--- src/rtl/core/tlcs_pkg.sv ---
// ----------------------------------------------------------------------------
// tlcs_pkg
// Shared types, widths and codes of the tolerant LCS desync finder.
// ----------------------------------------------------------------------------
package tlcs_pkg;

  localparam int MAX_REF_DEF     = 32;
  localparam int MAX_SHIFTED_DEF = 32;

  localparam int TIME_W = 32;
  localparam int TOL_W  = 24;
  localparam int OPC_W  = 2;
  localparam int KIND_W = 2;
  localparam int IDX_W  = 5;
  localparam int GRP_W  = 5;
  localparam int LEN_W  = 6;

  typedef enum logic [OPC_W-1:0] {
    OP_LOAD_REF = 2'd0,
    OP_LOAD_SH  = 2'd1,
    OP_RUN      = 2'd2
  } opcode_t;

  typedef enum logic [KIND_W-1:0] {
    KIND_REF  = 2'd0,
    KIND_SH   = 2'd1,
    KIND_DONE = 2'd2
  } kind_t;

  typedef struct packed {
    logic load;
    logic clear;
  } gap_ctl_t;

endpackage

--- src/rtl/core/tlcs_match_unit.sv ---
// ----------------------------------------------------------------------------
// tlcs_match_unit
// Shared gap comparator: absolute gap difference against the tolerance.
// ----------------------------------------------------------------------------
module tlcs_match_unit (
  input  logic [tlcs_pkg::TIME_W-1:0] gap_a,
  input  logic [tlcs_pkg::TIME_W-1:0] gap_b,
  input  logic [tlcs_pkg::TOL_W-1:0]  tol,
  output logic                        hit
);

  logic [tlcs_pkg::TIME_W-1:0] d_ab;
  logic [tlcs_pkg::TIME_W-1:0] d_ba;
  logic [tlcs_pkg::TIME_W-1:0] diff;

  assign d_ab = gap_a - gap_b;
  assign d_ba = gap_b - gap_a;
  assign diff = (gap_a > gap_b) ? d_ab : d_ba;
  assign hit  = diff <= {{(tlcs_pkg::TIME_W - tlcs_pkg::TOL_W){1'b0}}, tol};

endmodule

--- config.mk ---
export PLATFORM = sky130hd
export DESIGN_NAME = tlcs_match_unit
export DESIGN_NICKNAME = d
export VERILOG_FILES = /design/src/rtl/core/tlcs_pkg.sv /design/src/rtl/core/tlcs_match_unit.sv
export SDC_FILE = /design/constraint.sdc
export NUM_CORES = 1
export LEC_CHECK = 0
export BUFFER_PORTS_ARGS = -buffer_cell sky130_fd_sc_hd__buf_2
export CAP_MARGIN = 20
export CORE_MARGIN = 2
export CORE_UTILIZATION = 45
export DETAILED_ROUTE_END_ITERATION = 8
export PLACE_DENSITY = 0.76
export SYNTH_ARGS = -nofsm -noshare
export SYNTH_HDL_FRONTEND = slang
export SYNTH_SLANG_ARGS = --single-unit
--- constraint.sdc ---
create_clock -name vclk -period 5.5
set_clock_uncertainty 0.2 [all_clocks]
set_input_delay 0.275 -clock vclk [all_inputs]
set_output_delay 0.275 -clock vclk [all_outputs]
set_load 0.02 [all_outputs]
==> impl_metrics.tcl <==
set metrics [dict create \
    final_nets 911 \
    critical_path_class "input pin to output pin" \
    postCtsSetupBuffers 0 \
    initial_core_util_pct 45.7 \
    crit_fanout 4 \
    dr.first_iter.drc_count 415 \
    design_area_um2 5050 \
    max-slew-margin-rel_pct 56.4 \
    grtUsageTotal_pct 27.1 \
    dieHeight_um 103 \
    holdPathStages 6 \
    syn_avg_cell_area_um2 6.79 \
    fp.coreArea_um2 9640 \
    slew_viol_final 0 \
    vdd_drop_max_mv 0.0493 \
    die_w_um 103 \
    fp-row-count 36 \
    first_pass_iters 6 \
    min_period_ns 5.25 \
    via_count 4998 \
    grt_pass1_wl_mm 22.9 \
    multi_input_area_um2 3880 \
    holdWs_ns 1.04 \
    fmax_mhz 190 \
    cp.arrival_ns 4.77 \
    first_global_vias 4588 \
    post-route-period-util_pct 95.4 \
    detailed_place.area_um2 5010 \
    synth_fp_nets 825 \
    seq_area_frac_synth_pct 0 \
    fillers 1048 \
    synth_cell_types 64 \
    grt_overflow 0 \
    powerDensity_nw_per_um2 132 \
    wire_per_inst_um 16.8 \
    fin_tns_setup_ns 0 \
    area_growth_pct 14.7 \
    routed_wl_mm 14.5 \
    worst_pin_slew_ns 0.648 \
    cp-start-kind "input pin" \
    setup_viol 0 \
    fin_cells 865 \
    num-clock-buffers 0 \
    antenna_left 0 \
    die_area_um2 10600 \
    syn_area_um2 4400 \
    min-delay-path-class "input pin to output pin" \
    fin_util_pct 52.4 \
    critPathRequiredTime_ns 5.03 \
    critPathCaptureType "output pin" \
    crit_start "gap_a[0]" \
    gp_congestion 1.02 \
    port_buffers 89 \
    min_from "gap_a[31]" \
    grt_max_degree 21 \
    ys_warn_count 0 \
    placed_cells 865 \
    post-dp-hpwl_mm 12.7 \
    drive_above_1_share_pct 19.4 \
    rsz0062_at_grt "no" \
    p_leak_nw 2.61 \
    status "finished, final reports clean" \
    hold_viol_final 0 \
    nFlopsAndLatches 0 \
    via_per_inst 5.78 \
    antenna_found_initial 0 \
    route.detailed.drc 0 \
    cap_violations 0 \
    synth_cells 648 \
    diodes 0 \
    regArea_um2 0 \
    io-pin-count 89 \
    hold_end "hit" \
]
## report_power, final
group | switching, W | total, W | internal [W]
registers | 0 | 0 | 0
clock network | 0 | 0 | 0
logic | 0.000389 | 0.000667 | 0.000279
total | 0.000389 | 0.000667 | 0.000279
## how the worst max path moves through the flow
stage               end  slack, ns  cells after the start
floorplan           hit       0.70                     24
global placement    hit       0.22                     25
detailed placement  hit       0.10                     27
CTS                 hit       0.07                     27
global route        hit       0.02                     25
finish              hit       0.25                     24
## through the flow
step	setup slack, ns	total power (W)
after floorplan	0.703	0.000463
after global placement	0.217	0.000637
final	0.250	0.000667
after detailed placement	0.103	0.000648
after global routing	0.0166	0.000737
after CTS	0.0702	0.000652
## synthesized netlist by cell type (3+ instances only)
cell type / n / area, um2
nand3_1: 8 / 40.0
o211ai_1: 6 / 45.0
a31oi_1: 6 / 37.5
xor2_1: 14 / 123
o21bai_1: 8 / 60.1
buf_2: 13 / 65.1
nor2_1: 27 / 101
a21oi_1: 69 / 345
a221oi_1: 3 / 26.3
nor3_1: 10 / 50.1
nand2_1: 49 / 184
or3_1: 6 / 37.5
nand4_1: 20 / 125
a21o_1: 20 / 150
nand2b_1: 4 / 25.0
and3_1: 6 / 37.5
o31ai_1: 5 / 37.5
xnor2_1: 19 / 166
o21a_1: 7 / 52.6
mux2_2: 3 / 33.8
buf_4: 11 / 82.6
inv_1: 96 / 360
clkbuf_1: 4 / 15.0
mux2i_1: 15 / 150
buf_6: 3 / 33.8
and2_1: 6 / 37.5
a211oi_1: 12 / 90.1
nor2b_1: 12 / 75.1
ha_1: 87 / 1090
nor4_1: 6 / 37.5
o21ai_0: 46 / 230
a21boi_0: 4 / 30.0
## final cells by class
class | count | area share (%)
multi-input combinational | 521 | 76.8
inverter | 96 | 7.14
tap | 133 | 3.30
timing repair buffer | 115 | 12.8
## layer usage
metal	wire, um	up-vias	global-route usage, %
li1	-	2467	-
met1	6810	2297	39.6
met2	6400	212	43.8
met3	978	22	1.69
met4	334	0	5.77
met5	0	-	0
## timing repair
action / 4_1_cts / 5_1_grt
hold buffers: 0 / 0
resized for setup: 0 / 9
setup endpoints to repair: 0 / 1
## cells in the final DEF (no fill, tap or decap), drive strengths merged, types with 3 or more instances in the layout
| cell | netlist | routed |
|---|---|---|
| buf | 27 | 115 |
| inv | 96 | 96 |
| ha | 87 | 87 |
| a21oi | 70 | 70 |
| nand2 | 49 | 49 |
| o21ai | 48 | 48 |
| nor2 | 27 | 27 |
| nand4 | 21 | 21 |
| a21o | 20 | 20 |
| xnor2 | 19 | 19 |
| mux2i | 15 | 15 |
| xor2 | 14 | 14 |
| nor2b | 12 | 12 |
| nor3 | 12 | 12 |
| a211oi | 12 | 12 |
| nand3 | 9 | 9 |
| o21bai | 8 | 8 |
| nor4 | 8 | 8 |
| o21a | 7 | 7 |
| and2 | 7 | 7 |
| or3 | 6 | 6 |
| o211ai | 6 | 6 |
| and3 | 6 | 6 |
| a31oi | 6 | 6 |
| o31ai | 5 | 5 |
| nand2b | 4 | 4 |
| a21boi | 4 | 4 |
| a221oi | 4 | 4 |
| mux2 | 3 | 3 |
| a2111oi | 3 | 3 |
## critical path: stages
cell and delay (ns):
buf_2 0.11, inv_1 0.05, ha_1 0.18, inv_1 0.06, fa_1 0.41, a211oi_2 0.29, o211ai_1 0.12, and3_1 0.21
o21ai_2 0.17, a211oi_2 0.12, or2_4 0.29, mux2i_1 0.22, o31ai_1 0.35, xor2_1 0.30, ha_1 0.31, nor2b_1 0.14
o21ai_0 0.15, nand2b_1 0.08, a21oi_1 0.13, o21ai_0 0.10, a21oi_1 0.13, a21oi_1 0.07, a2111oi_2 0.26, buf_2 0.23
## kinds of logic (layout without fill, tap and decap cells)
kind of cell               after synthesis  count (layout)  share of synthesized area (%)
muxes                                   18              18                           4.18
AOI/OAI and AO/OA                      215             215                           31.2
and+or+nand+nor                        166             166                           19.8
xor gates and xnor gates                33              33                           6.57
adders and majority gates               89              89                           25.6
buffers and inverters                  127             211                           12.7
(Power assumes the default switching activity.)
