--- config.mk ---
export PLATFORM = sky130hd
export DESIGN_NAME = tlcs_gap_list
export DESIGN_NICKNAME = d
export VERILOG_FILES = /design/src/rtl/core/tlcs_pkg.sv /design/src/rtl/core/tlcs_gap_list.sv
export SDC_FILE = /design/constraint.sdc
export NUM_CORES = 1
export LEC_CHECK = 0
export BUFFER_PORTS_ARGS = -buffer_cell sky130_fd_sc_hd__buf_2
export CAP_MARGIN = 20
export CELL_PAD_IN_SITES_DETAIL_PLACEMENT = 0
export CELL_PAD_IN_SITES_GLOBAL_PLACEMENT = 2
export CORE_ASPECT_RATIO = 0.7
export CORE_UTILIZATION = 54
export DETAILED_ROUTE_END_ITERATION = 12
export PLACE_DENSITY_LB_ADDON = 0.1
export SYNTH_ARGS = -nofsm -noshare
export SYNTH_HDL_FRONTEND = slang
export SYNTH_SLANG_ARGS = --single-unit
--- constraint.sdc ---
create_clock -name clk -period 8.9 [get_ports clk]
set_clock_uncertainty 0.1 [all_clocks]
set_input_delay 0 -clock clk [delete_from_list [all_inputs] [get_ports clk]]
set_output_delay 0 -clock clk [all_outputs]
set_load 0.01 [all_outputs]
--- src/rtl/core/tlcs_pkg.sv ---
// ----------------------------------------------------------------------------
// tlcs_pkg
// Shared types, widths and codes of the tolerant LCS desync finder.
// ----------------------------------------------------------------------------
package tlcs_pkg;

  localparam int MAX_REF_DEF     = 32;
  localparam int MAX_SHIFTED_DEF = 32;

  localparam int TIME_W = 32;
  localparam int TOL_W  = 24;
  localparam int OPC_W  = 2;
  localparam int KIND_W = 2;
  localparam int IDX_W  = 5;
  localparam int GRP_W  = 5;
  localparam int LEN_W  = 6;

  typedef enum logic [OPC_W-1:0] {
    OP_LOAD_REF = 2'd0,
    OP_LOAD_SH  = 2'd1,
    OP_RUN      = 2'd2
  } opcode_t;

  typedef enum logic [KIND_W-1:0] {
    KIND_REF  = 2'd0,
    KIND_SH   = 2'd1,
    KIND_DONE = 2'd2
  } kind_t;

  typedef struct packed {
    logic load;
    logic clear;
  } gap_ctl_t;

endpackage

--- src/rtl/core/tlcs_gap_list.sv ---
// ----------------------------------------------------------------------------
// tlcs_gap_list
// Start-time list kept as gaps to the previous start, with fill count.
// ----------------------------------------------------------------------------
module tlcs_gap_list #(
  parameter int DEPTH = tlcs_pkg::MAX_REF_DEF
) (
  input  logic                          clk,
  input  logic                          rst_n,
  input  tlcs_pkg::gap_ctl_t            ctl,
  input  logic [tlcs_pkg::TIME_W-1:0]   start_time,
  input  logic [$clog2(DEPTH)-1:0]      rd_addr,
  output logic [tlcs_pkg::TIME_W-1:0]   rd_gap,
  output logic [$clog2(DEPTH+1)-1:0]    count
);

  localparam int AW = $clog2(DEPTH);
  localparam int CW = $clog2(DEPTH + 1);

  logic [tlcs_pkg::TIME_W-1:0] mem [DEPTH];
  logic [tlcs_pkg::TIME_W-1:0] last_r;
  logic [tlcs_pkg::TIME_W-1:0] q_r;
  logic [CW-1:0]               count_r;
  logic [tlcs_pkg::TIME_W-1:0] gap;
  logic                        wr;

  assign wr = ctl.load && (count_r < CW'(DEPTH));

  always_comb begin
    if (count_r == '0) begin
      gap = '0;
    end else if (start_time >= last_r) begin
      gap = start_time - last_r;
    end else begin
      gap = '0;
    end
  end

  always_ff @(posedge clk) begin
    if (!rst_n) begin
      count_r <= '0;
    end else if (ctl.clear) begin
      count_r <= '0;
    end else if (wr) begin
      count_r <= count_r + CW'(1);
    end
  end

  always_ff @(posedge clk) begin
    if (wr) begin
      mem[count_r[AW-1:0]] <= gap;
      last_r               <= start_time;
    end
    q_r <= mem[rd_addr];
  end

  assign rd_gap = q_r;
  assign count  = count_r;

endmodule

==> results of run 1 <==
[sequential cells by signal, summed over array words and instances, names as in the netlist]
name and cells:
rd_gap 32, count 6, mem 1024, last_r 32
[worst max-delay path, delay by kind of cell (launching register included)]
| family | cells | cell delay, ns |
|---|---|---|
| buf+inv | 1 | 0.04 |
| simple gates | 3 | 1.17 |
| compound gates | 5 | 1.72 |
| fa+ha+maj | 1 | 0.38 |
| flops | 1 | 0.32 |
[what timing repair did]
| action | in CTS | in global routing |
|---|---|---|
| hold buffers | 68 | 0 |
| hold endpoints to repair | 81 | 0 |
| resized for setup | 0 | 0 |
[power by group through the flow]
stage	combinational [mW]	sequential (mW)	clock, mW
3_3_place_gp	0.618	5.79	0
2_1_floorplan	0.396	5.80	0
4_1_cts	0.650	5.68	4.47
3_5_place_dp	0.624	5.79	0
5_1_grt	0.689	5.68	4.68
6_report	0.643	5.68	4.42
[through the flow]
step | cell area [µm²] | hold slack (ns)
after floorplan | 42800 | -0.00113
after global placement | 45000 | 0.0966
after detailed placement | 45000 | 0.101
after CTS | 49000 | 0.0765
after global routing | 49100 | 0.0754
final | 49100 | 0.0938
[layout by cell type (no fill, tap or decap), drive strengths merged, types with 17 or more instances in the layout]
cell         count
a21oi           35
buf            148
clkbuf         115
clkinv          46
dfxtp           38
dlygate4sd3     68
edfxtp        1056
ha              36
inv             51
mux2            32
mux4           320
nand2           28
nor2            85
o21ai           21
xor2            17
[area by class of cell]
cell class	count	area (µm²)
Sequential cell	1094	32500
Fill cell	5343	28600
Multi-Input combinational cell	701	10100
Clock buffer	115	2670
Timing Repair Buffer	216	1650
Tap cell	1044	1310
Clock inverter	73	723
Inverter	45	169
[worst paths after layout]
path / start / end / slack, ns / cells after the start
hold / removal: rd_addr[4] / rd_gap[18]$_DFF_P_ / 0.09 / 3
hold reg to reg: count[5]$_SDFFE_PP0P_ / count[5]$_SDFFE_PP0P_ / 0.49 / 2
setup reg to reg: last_r[25]$_DFFE_PP_ / mem[9][14]$_DFFE_PP_ / 4.75 / 10
setup / recovery: last_r[25]$_DFFE_PP_ / mem[9][14]$_DFFE_PP_ / 4.75 / 10
[logic make-up after synthesis]
logic type	after synthesis
compound gates	105
buf+inv	136
mux	352
fa+ha+maj	37
xor+xnor	27
flops	1094
simple gates	180
[per-layer routing]
| metal | share of wire (%) | track usage (%) | up-vias | wire (µm) |
|---|---|---|---|---|
| met5 | 0 | 0 | - | 0 |
| met4 | 2.1 | 6.09 | 0 | 2180 |
| met3 | 7.8 | 4.74 | 146 | 8030 |
| met2 | 48 | 41.8 | 833 | 49500 |
| met1 | 42 | 38.5 | 11300 | 43300 |
| li1 | - | - | 8559 | - |
==> impl_metrics.ini, run 1 <==
[setup_path]
path_common_cell = a21o_1
endpoint_kind = register
crit_arrival_ns = 4.35
crit_path_max_fanout = 32
crit_slowest_cell = a31o_4
crit_required_ns = 9.10
setup.worst_path.start_class = register
cp_slowest_stage_delay_ns = 0.85
cp_cell_sequence = inv_1 > ha_1 > a21o_1 > a21o_1 > a21o_1 > a211oi_1 > nor2_1 > nor3_1 > a31o_4 > nor2_2
path_class = register to register

[die]
dieArea_um2 = 80400
rows = 85
pin_count = 79
core_um2 = 77600
initial_core_util_pct = 55.1
fp.dieH_um = 238
die_width_um = 339

[yosys]
ys_warn_count = 0
synth_mux_area_share_pct = 17.7
synth_area_leaders = edfxtp_1, mux4_2, dfxtp_1, ha_1, mux2_2
netlist_instances = 1931
synth_cell_types = 60
synthSimpleGateAreaFrac_pct = 1.96
synthesis.nets = 2009
synth_seq_cells = 1094
synth_ff_type = edfxtp_1
syn_avg_cell_area_um2 = 22.2
post-synth-top-area-cell = edfxtp_1
synth_top_family_by_area = multiplexers
synthAdderAreaFrac_pct = 1.10
synth.cell_area_um2 = 42800
yosys.area_share.xor_xnor_pct = 0.552
seq_area_frac_synth_pct = 75.8
synth.most_common_cell = edfxtp_1
synthTopCellsByCount = edfxtp_1, mux4_2, nor2_1
synth-edff-count = 1056
synth-compound-area-share_pct = 1.60
synth_async_sr_flop_share_pct = 0
yosysTopAreaCellShare_pct = 74.1

[power_and_ir_drop]
switchingPower_mw = 2.27
leakagePower_nw = 16.6
powerDensity_nw_per_um2 = 219
p_int_mw = 8.46
p_clk_share_pct = 41.1
combPwrFrac_pct = 6.0
power_frac_seq_pct = 52.9
p_total_mw = 10.7
switching_share_pct = 21.2
irDropWorstVdd_v = 0.000161

[finish]
area_growth_pct = 14.6
drive_gt1_share_pct = 31.6
final_core_util_pct = 63.2
nNetsFinal = 2237
insertedDiodeCount = 0
fin_cells = 3288

[drt]
antenna_left = 0
avgRoutedWirePerCell_um = 31.3
first_iter_violations = 2284
first_pass_iters = 5
drt-vias-per-instance = 6.35
drcViolationCount = 0
dr_total_vias = 20900
drt-total-wl_mm = 103

[cts]
h-tree-depth = 3
clkTransAtPathRegs_ns = 0.06
cts-root-buf = clkbuf_16
cts_tree = done
postCtsSetupBuffers = 0
clk-insertion-delay-late_ns = 0.67
cts_max_path_buffers = 3
cts_inserted_buffers = 101
cts.sinks = 1094

[timing]
finalSetupViolCount = 0
layout_min_cycle_time_ns = 4.15
setup_ws_ns = 4.75
fin_crit_sh_pct = 46.6
tns_ns = 0
rsz0062_at_grt = no
worst_slew_margin_rel_pct = 31.1
max_clock_freq_mhz = 241
hold_viol = 0
tightest_slew_ns = 1.03
drv_slew = 0

[run]
drv_cap = 0

[global_routing]
gr-usage-all-layers_pct = 26.3
grt_pass1_vias = 20900
grt_overflow = 0
antenna_found_initial = 0
grt_pass1_wl_mm = 148
grt_max_degree = 111

[worst_hold_path]
min_path_type = input port to register

[placement]
dp_slack_ns = 4.64
placed_cells = 3030
placement.io_buffers = 78
gp_congestion = 0.864
dp_hpwl_mm = 48.4

[outcome]
status = complete, no violations
(Power assumes the default switching activity.)
==> run 2, diff against run 1 <==
--- a/config.mk
+++ b/config.mk
@@ -10,7 +10,7 @@
 export CELL_PAD_IN_SITES_DETAIL_PLACEMENT = 0
 export CELL_PAD_IN_SITES_GLOBAL_PLACEMENT = 2
 export CORE_ASPECT_RATIO = 0.7
-export CORE_UTILIZATION = 54
+export CORE_UTILIZATION = 50
 export DETAILED_ROUTE_END_ITERATION = 12
 export PLACE_DENSITY_LB_ADDON = 0.1
 export SYNTH_ARGS = -nofsm -noshare
==> constraint.sdc (replaced) <==
create_clock -name clk -period 4 [get_ports clk]
set_clock_uncertainty 0.1 [all_clocks]
set_input_delay 0 -clock clk [delete_from_list [all_inputs] [get_ports clk]]
set_output_delay 0 -clock clk [all_outputs]
set_load 0.01 [all_outputs]
==> impl_metrics.ini, run 2 (same netlist as run 1, synthesis figures left out) <==
[outcome]
status = complete, no violations

[power_and_ir_drop]
power_frac_seq_pct = 52.8
powerDensity_nw_per_um2 = 481
leakagePower_nw = 17.0
switching_share_pct = 21.1
irDropWorstVdd_v = 0.000381
combPwrFrac_pct = 6.0
p_int_mw = 18.9
p_clk_share_pct = 41.3
p_total_mw = 23.9
switchingPower_mw = 5.05

[finish]
drive_gt1_share_pct = 32.6
insertedDiodeCount = 0
mostFrequentLayoutCell = edfxtp_1
fin_cells = 3416
area_growth_pct = 16.3
nNetsFinal = 2270
design_area_um2 = 49800
mostFrequentLayoutCells = edfxtp_1, mux4_2, clkbuf_16, buf_2, buf_4
final_core_util_pct = 58.9
fillCellCount = 6063
largest_reg_flops = 1024

[cts]
clkTransAtPathRegs_ns = 0.07
cts.sinks = 1094
cts_max_path_buffers = 3
cts_tree = done
postCtsSetupBuffers = 0
cts_inserted_buffers = 103
h-tree-depth = 3
cts-root-buf = clkbuf_16
clk-insertion-delay-late_ns = 0.67

[placement]
dpl_cell_area_um2 = 45600
placement.io_buffers = 78
dp_hpwl_mm = 53.8
gp_congestion = 0.827
placed_cells = 3152

[drt]
avgRoutedWirePerCell_um = 31.3
dr_total_vias = 20800
drt-total-wl_mm = 107
first_iter_violations = 2508
first_pass_iters = 5
drcViolationCount = 0
antenna_left = 0
drt-vias-per-instance = 6.10

[setup_path]
setup.worst_path.start_class = register
endpoint_kind = register
r2r_start = last_r[25]$_DFFE_PP_
crit_required_ns = 4.29
reg2reg_slack_ns = 0.30
r2r_end = mem[30][21]$_DFFE_PP_
r2r_cells = 13
path_class = register to register
crit_path_max_fanout = 32
crit_arrival_ns = 3.98

[global_routing]
grt_max_degree = 64
grt_overflow = 0
antenna_found_initial = 2
grt_pass1_vias = 21200
grt_pass1_wl_mm = 153
gr-usage-all-layers_pct = 25.5

[worst_hold_path]
min_to = rd_gap[18]$_DFF_P_
hp-start = rd_addr[2]
min_path_type = input port to register
holdPathStages = 3

[timing]
layout_min_cycle_time_ns = 3.70
finalSetupViolCount = 0
max_clock_freq_mhz = 271
fin_crit_sh_pct = 92.4
tightest_slew_ns = 0.970
rsz0062_at_grt = no
hold_slack_ns = 0.0376
drv_slew = 0
hold_viol = 0
worst_slew_margin_rel_pct = 35.2

[die]
core_um2 = 84500
rows = 89
fp.dieH_um = 247
pin_count = 79
dieArea_um2 = 86800
die_width_um = 352
initial_core_util_pct = 50.7

[run]
drv_cap = 0
[run 2: cell count changes in the layout (fill, tap and decap cells not counted), moves of 2 or more]
cell / delta
clkbuf_1: +11
clkinvlp_4: -4
clkinv_2: +3
buf_4: +4
clkinv_1: -11
clkbuf_8: +7
bufinv_16: -2
buf_12: +25
[run 2: how the worst max path moves through the flow]
stage	start	depth (start not counted)	slack, ns	to
after floorplan	count[5]$_SDFFE_PP0P_	4	-0.04	mem[31][0]$_DFFE_PP_
after global placement	last_r[0]$_DFFE_PP_	11	0.19	mem[20][18]$_DFFE_PP_
after detailed placement	last_r[0]$_DFFE_PP_	11	0.04	mem[22][18]$_DFFE_PP_
after global routing	last_r[25]$_DFFE_PP_	13	0.10	mem[30][21]$_DFFE_PP_
final	last_r[25]$_DFFE_PP_	13	0.30	mem[30][21]$_DFFE_PP_
after CTS	last_r[0]$_DFFE_PP_	11	0.03	mem[18][18]$_DFFE_PP_
[run 2: worst max-delay path, cell delays in order (launching register included)]
cell	delay [ns]
edfxtp_1	0.32
inv_1	0.04
ha_1	0.39
a21o_1	0.22
a21o_1	0.16
a21o_1	0.21
a211oi_1	0.25
nor2_1	0.07
nor3_1	0.53
a31o_2	0.31
buf_12	0.15
buf_4	0.27
nor2_1	0.11
buf_4	0.24
[run 2: area by class of cell]
cell class                      count  area (µm²)  share of cell area (%)
Clock inverter                     59         609                    1.22
Clock buffer                      133        2800                    5.63
Tap cell                         1137        1420                    2.86
Sequential cell                  1094       32500                    65.2
Multi-Input combinational cell    701       10100                    20.3
Timing Repair Buffer              247        2210                    4.44
Inverter                           45         169                   0.339
[run 2: power groups by stage]
stage / sequential (mW) / clock (mW) / combinational [mW]
after floorplan: 12.9 / 0 / 0.875
after global placement: 12.9 / 0 / 1.38
after detailed placement: 12.9 / 0 / 1.38
after CTS: 12.6 / 10.0 / 1.44
after global routing: 12.6 / 10.5 / 1.54
final: 12.6 / 9.88 / 1.43
[run 2: metal layers]
| layer | global-route usage (%) | up-vias | wire length, µm |
|---|---|---|---|
| li1 | - | 8641 | - |
| met1 | 37.9 | 11300 | 46900 |
| met2 | 40.0 | 763 | 51100 |
| met3 | 4.23 | 148 | 6880 |
| met4 | 6.15 | 0 | 2190 |
| met5 | 0 | - | 0 |
[run 2: repair_timing]
action,in CTS,in global routing
hold endpoints to repair,82,0
hold buffers,69,0
gates resized for setup,0,0
setup endpoints to repair,0,0
[run 2: per-stage QoR]
stage                     TNS [ns]  setup WS [ns]
final                            0          0.304
after global routing             0          0.102
after CTS                        0         0.0274
after detailed placement         0         0.0389
after global placement           0          0.186
after floorplan              -8.99        -0.0381
==> run 3, diff against run 2 <==
==> constraint.sdc (replaced) <==
create_clock -name clk -period 4 [get_ports clk]
set_clock_uncertainty 0.1 [all_clocks]
set_input_delay 0.8 -clock clk [delete_from_list [all_inputs] [get_ports clk]]
set_output_delay 0.8 -clock clk [all_outputs]
set_load 0.01 [all_outputs]
==> impl_metrics.ini, run 3 (same netlist as run 1, synthesis figures left out) <==
[outcome]
status = complete, no violations

[placement]
gp_congestion = 0.841
placement.io_buffers = 78
dp_hpwl_mm = 53.5
placed_cells = 3191
dp_slack_ns = -0.272
dpl_cell_area_um2 = 46400

[cts]
ctsHoldBuffers = 0
cts.sinks = 1094
post_cts_resized = 0
postCtsSetupBuffers = 0
clk-insertion-delay-late_ns = 0.67
cts_tree = done
cts-root-buf = clkbuf_16
clkTransAtPathRegs_ns = 0.06
cts_max_path_buffers = 3
h-tree-depth = 3
cts_inserted_buffers = 102

[finish]
largest_reg_flops = 1024
final_core_util_pct = 58.8
fillCellCount = 6014
fin_cells = 3383
multi_input_area_um2 = 10100
area_growth_pct = 16.1
regArea_um2 = 32500
drive_gt1_share_pct = 35.0
insertedDiodeCount = 0
mostFrequentLayoutCells = edfxtp_1, mux4_2, clkbuf_16, buf_4, buf_2
nNetsFinal = 2238
design_area_um2 = 49700
mostFrequentLayoutCell = edfxtp_1

[global_routing]
antenna_found_initial = 3
grt_util_met2_pct = 38.6
grtUsageMet1_pct = 38.2
grt_pass1_vias = 21200
grt_overflow = 0
grt_max_degree = 58
top_usage_layer = met2
gr-usage-all-layers_pct = 25.4
grt_pass1_wl_mm = 152
globalRouteMet3Util_pct = 4.70

[setup_path]
cp_cell_sequence = inv_1 > ha_1 > and4_1 > nand2_1 > nor4_1 > o21ai_0 > a31o_2 > buf_12 > nor2_2
r2r_start = last_r[21]$_DFFE_PP_
crit_required_ns = 4.22
crit_slowest_cell = nor2_2
setup.worst_path.start_class = register
critPathLaunch = last_r[21]$_DFFE_PP_
crit_arrival_ns = 3.85
crit_path_max_fanout = 32
cp_slowest_stage_delay_ns = 0.77
endpoint_kind = register
path_class = register to register

[die]
initial_core_util_pct = 50.7
die_width_um = 352
core_um2 = 84500
fp.dieH_um = 247
rows = 89
dieArea_um2 = 86800
pin_count = 79

[drt]
dr_total_vias = 21000
first_pass_iters = 5
drt-total-wl_mm = 106
drt-vias-per-instance = 6.20
antenna_left = 0
first_iter_violations = 2575
drcViolationCount = 0
avgRoutedWirePerCell_um = 31.5

[timing]
rsz0062_at_grt = no
setup_ws_ns = 0.371
hold_viol = 0
fin_crit_sh_pct = 90.7
tightest_slew_ns = 1.04
max_clock_freq_mhz = 276
worst_slew_margin_rel_pct = 30.5
drv_slew = 0
hold_slack_ns = 0.214
layout_min_cycle_time_ns = 3.63
finalSetupViolCount = 0

[power_and_ir_drop]
irDropWorstVdd_v = 0.000311
leakagePower_nw = 17.0
powerDensity_nw_per_um2 = 479

[worst_hold_path]
hp-start = start_time[4]
min_path_type = input port to register

[run]
drv_cap = 0
[run 3: changes by cell type in the layout (fill, tap and decap cells not counted), moves of 2 or more]
cell	change
nor2_1	-3
clkbuf_16	-2
clkbuf_1	-5
nor2_2	+3
clkinv_2	+5
buf_12	+35
dlygate4sd3_1	-69
bufinv_16	-2
buf_4	+4
[run 3: routing by layer]
metal / wire length, µm / up-vias
met3: 8420 / 150
met1: 46300 / 11400
met5: 0 / -
met4: 2520 / 0
met2: 49300 / 861
li1: - / 8562
[run 3: final timing paths]
check | to | slack [ns] | cells past startpoint
worst max-delay path | mem[18][0]$_DFFE_PP_ | 0.37 | 9
worst min-delay path | last_r[4]$_DFFE_PP_ | 0.21 | 1
worst max register to register | mem[18][0]$_DFFE_PP_ | 0.37 | 9
worst min register to register | count[5]$_SDFFE_PP0P_ | 0.48 | 2
[run 3: through the flow]
step           power, mW  TNS, ns
2_1_floorplan       13.8  -310.39
3_3_place_gp        14.4    -9.16
3_5_place_dp        14.4   -28.20
4_1_cts             24.0        0
5_1_grt             24.6        0
6_report            23.8        0
[run 3: report_power, final]
part,internal (mW),switching [mW],total (mW)
sequential,12.6,0.0335,12.6
combinational,0.668,0.862,1.53
clock,5.48,4.19,9.67
[run 3: layout make-up]
class                      instances  area share, %
inverter                          45          0.340
tap                             1137           2.86
sequential                      1094           65.3
multi-input combinational        701           20.3
clock buffer                     127           5.55
timing repair buffer             216           4.48
clock inverter                    63           1.15
[run 3: worst max-delay path, delay by kind of cell (launching register included)]
| kind | cells | cell delay, ns |
|---|---|---|
| simple gates | 4 | 1.71 |
| fa+ha+maj | 1 | 0.41 |
| buf+inv | 2 | 0.19 |
| compound gates | 2 | 0.53 |
| flops | 1 | 0.32 |
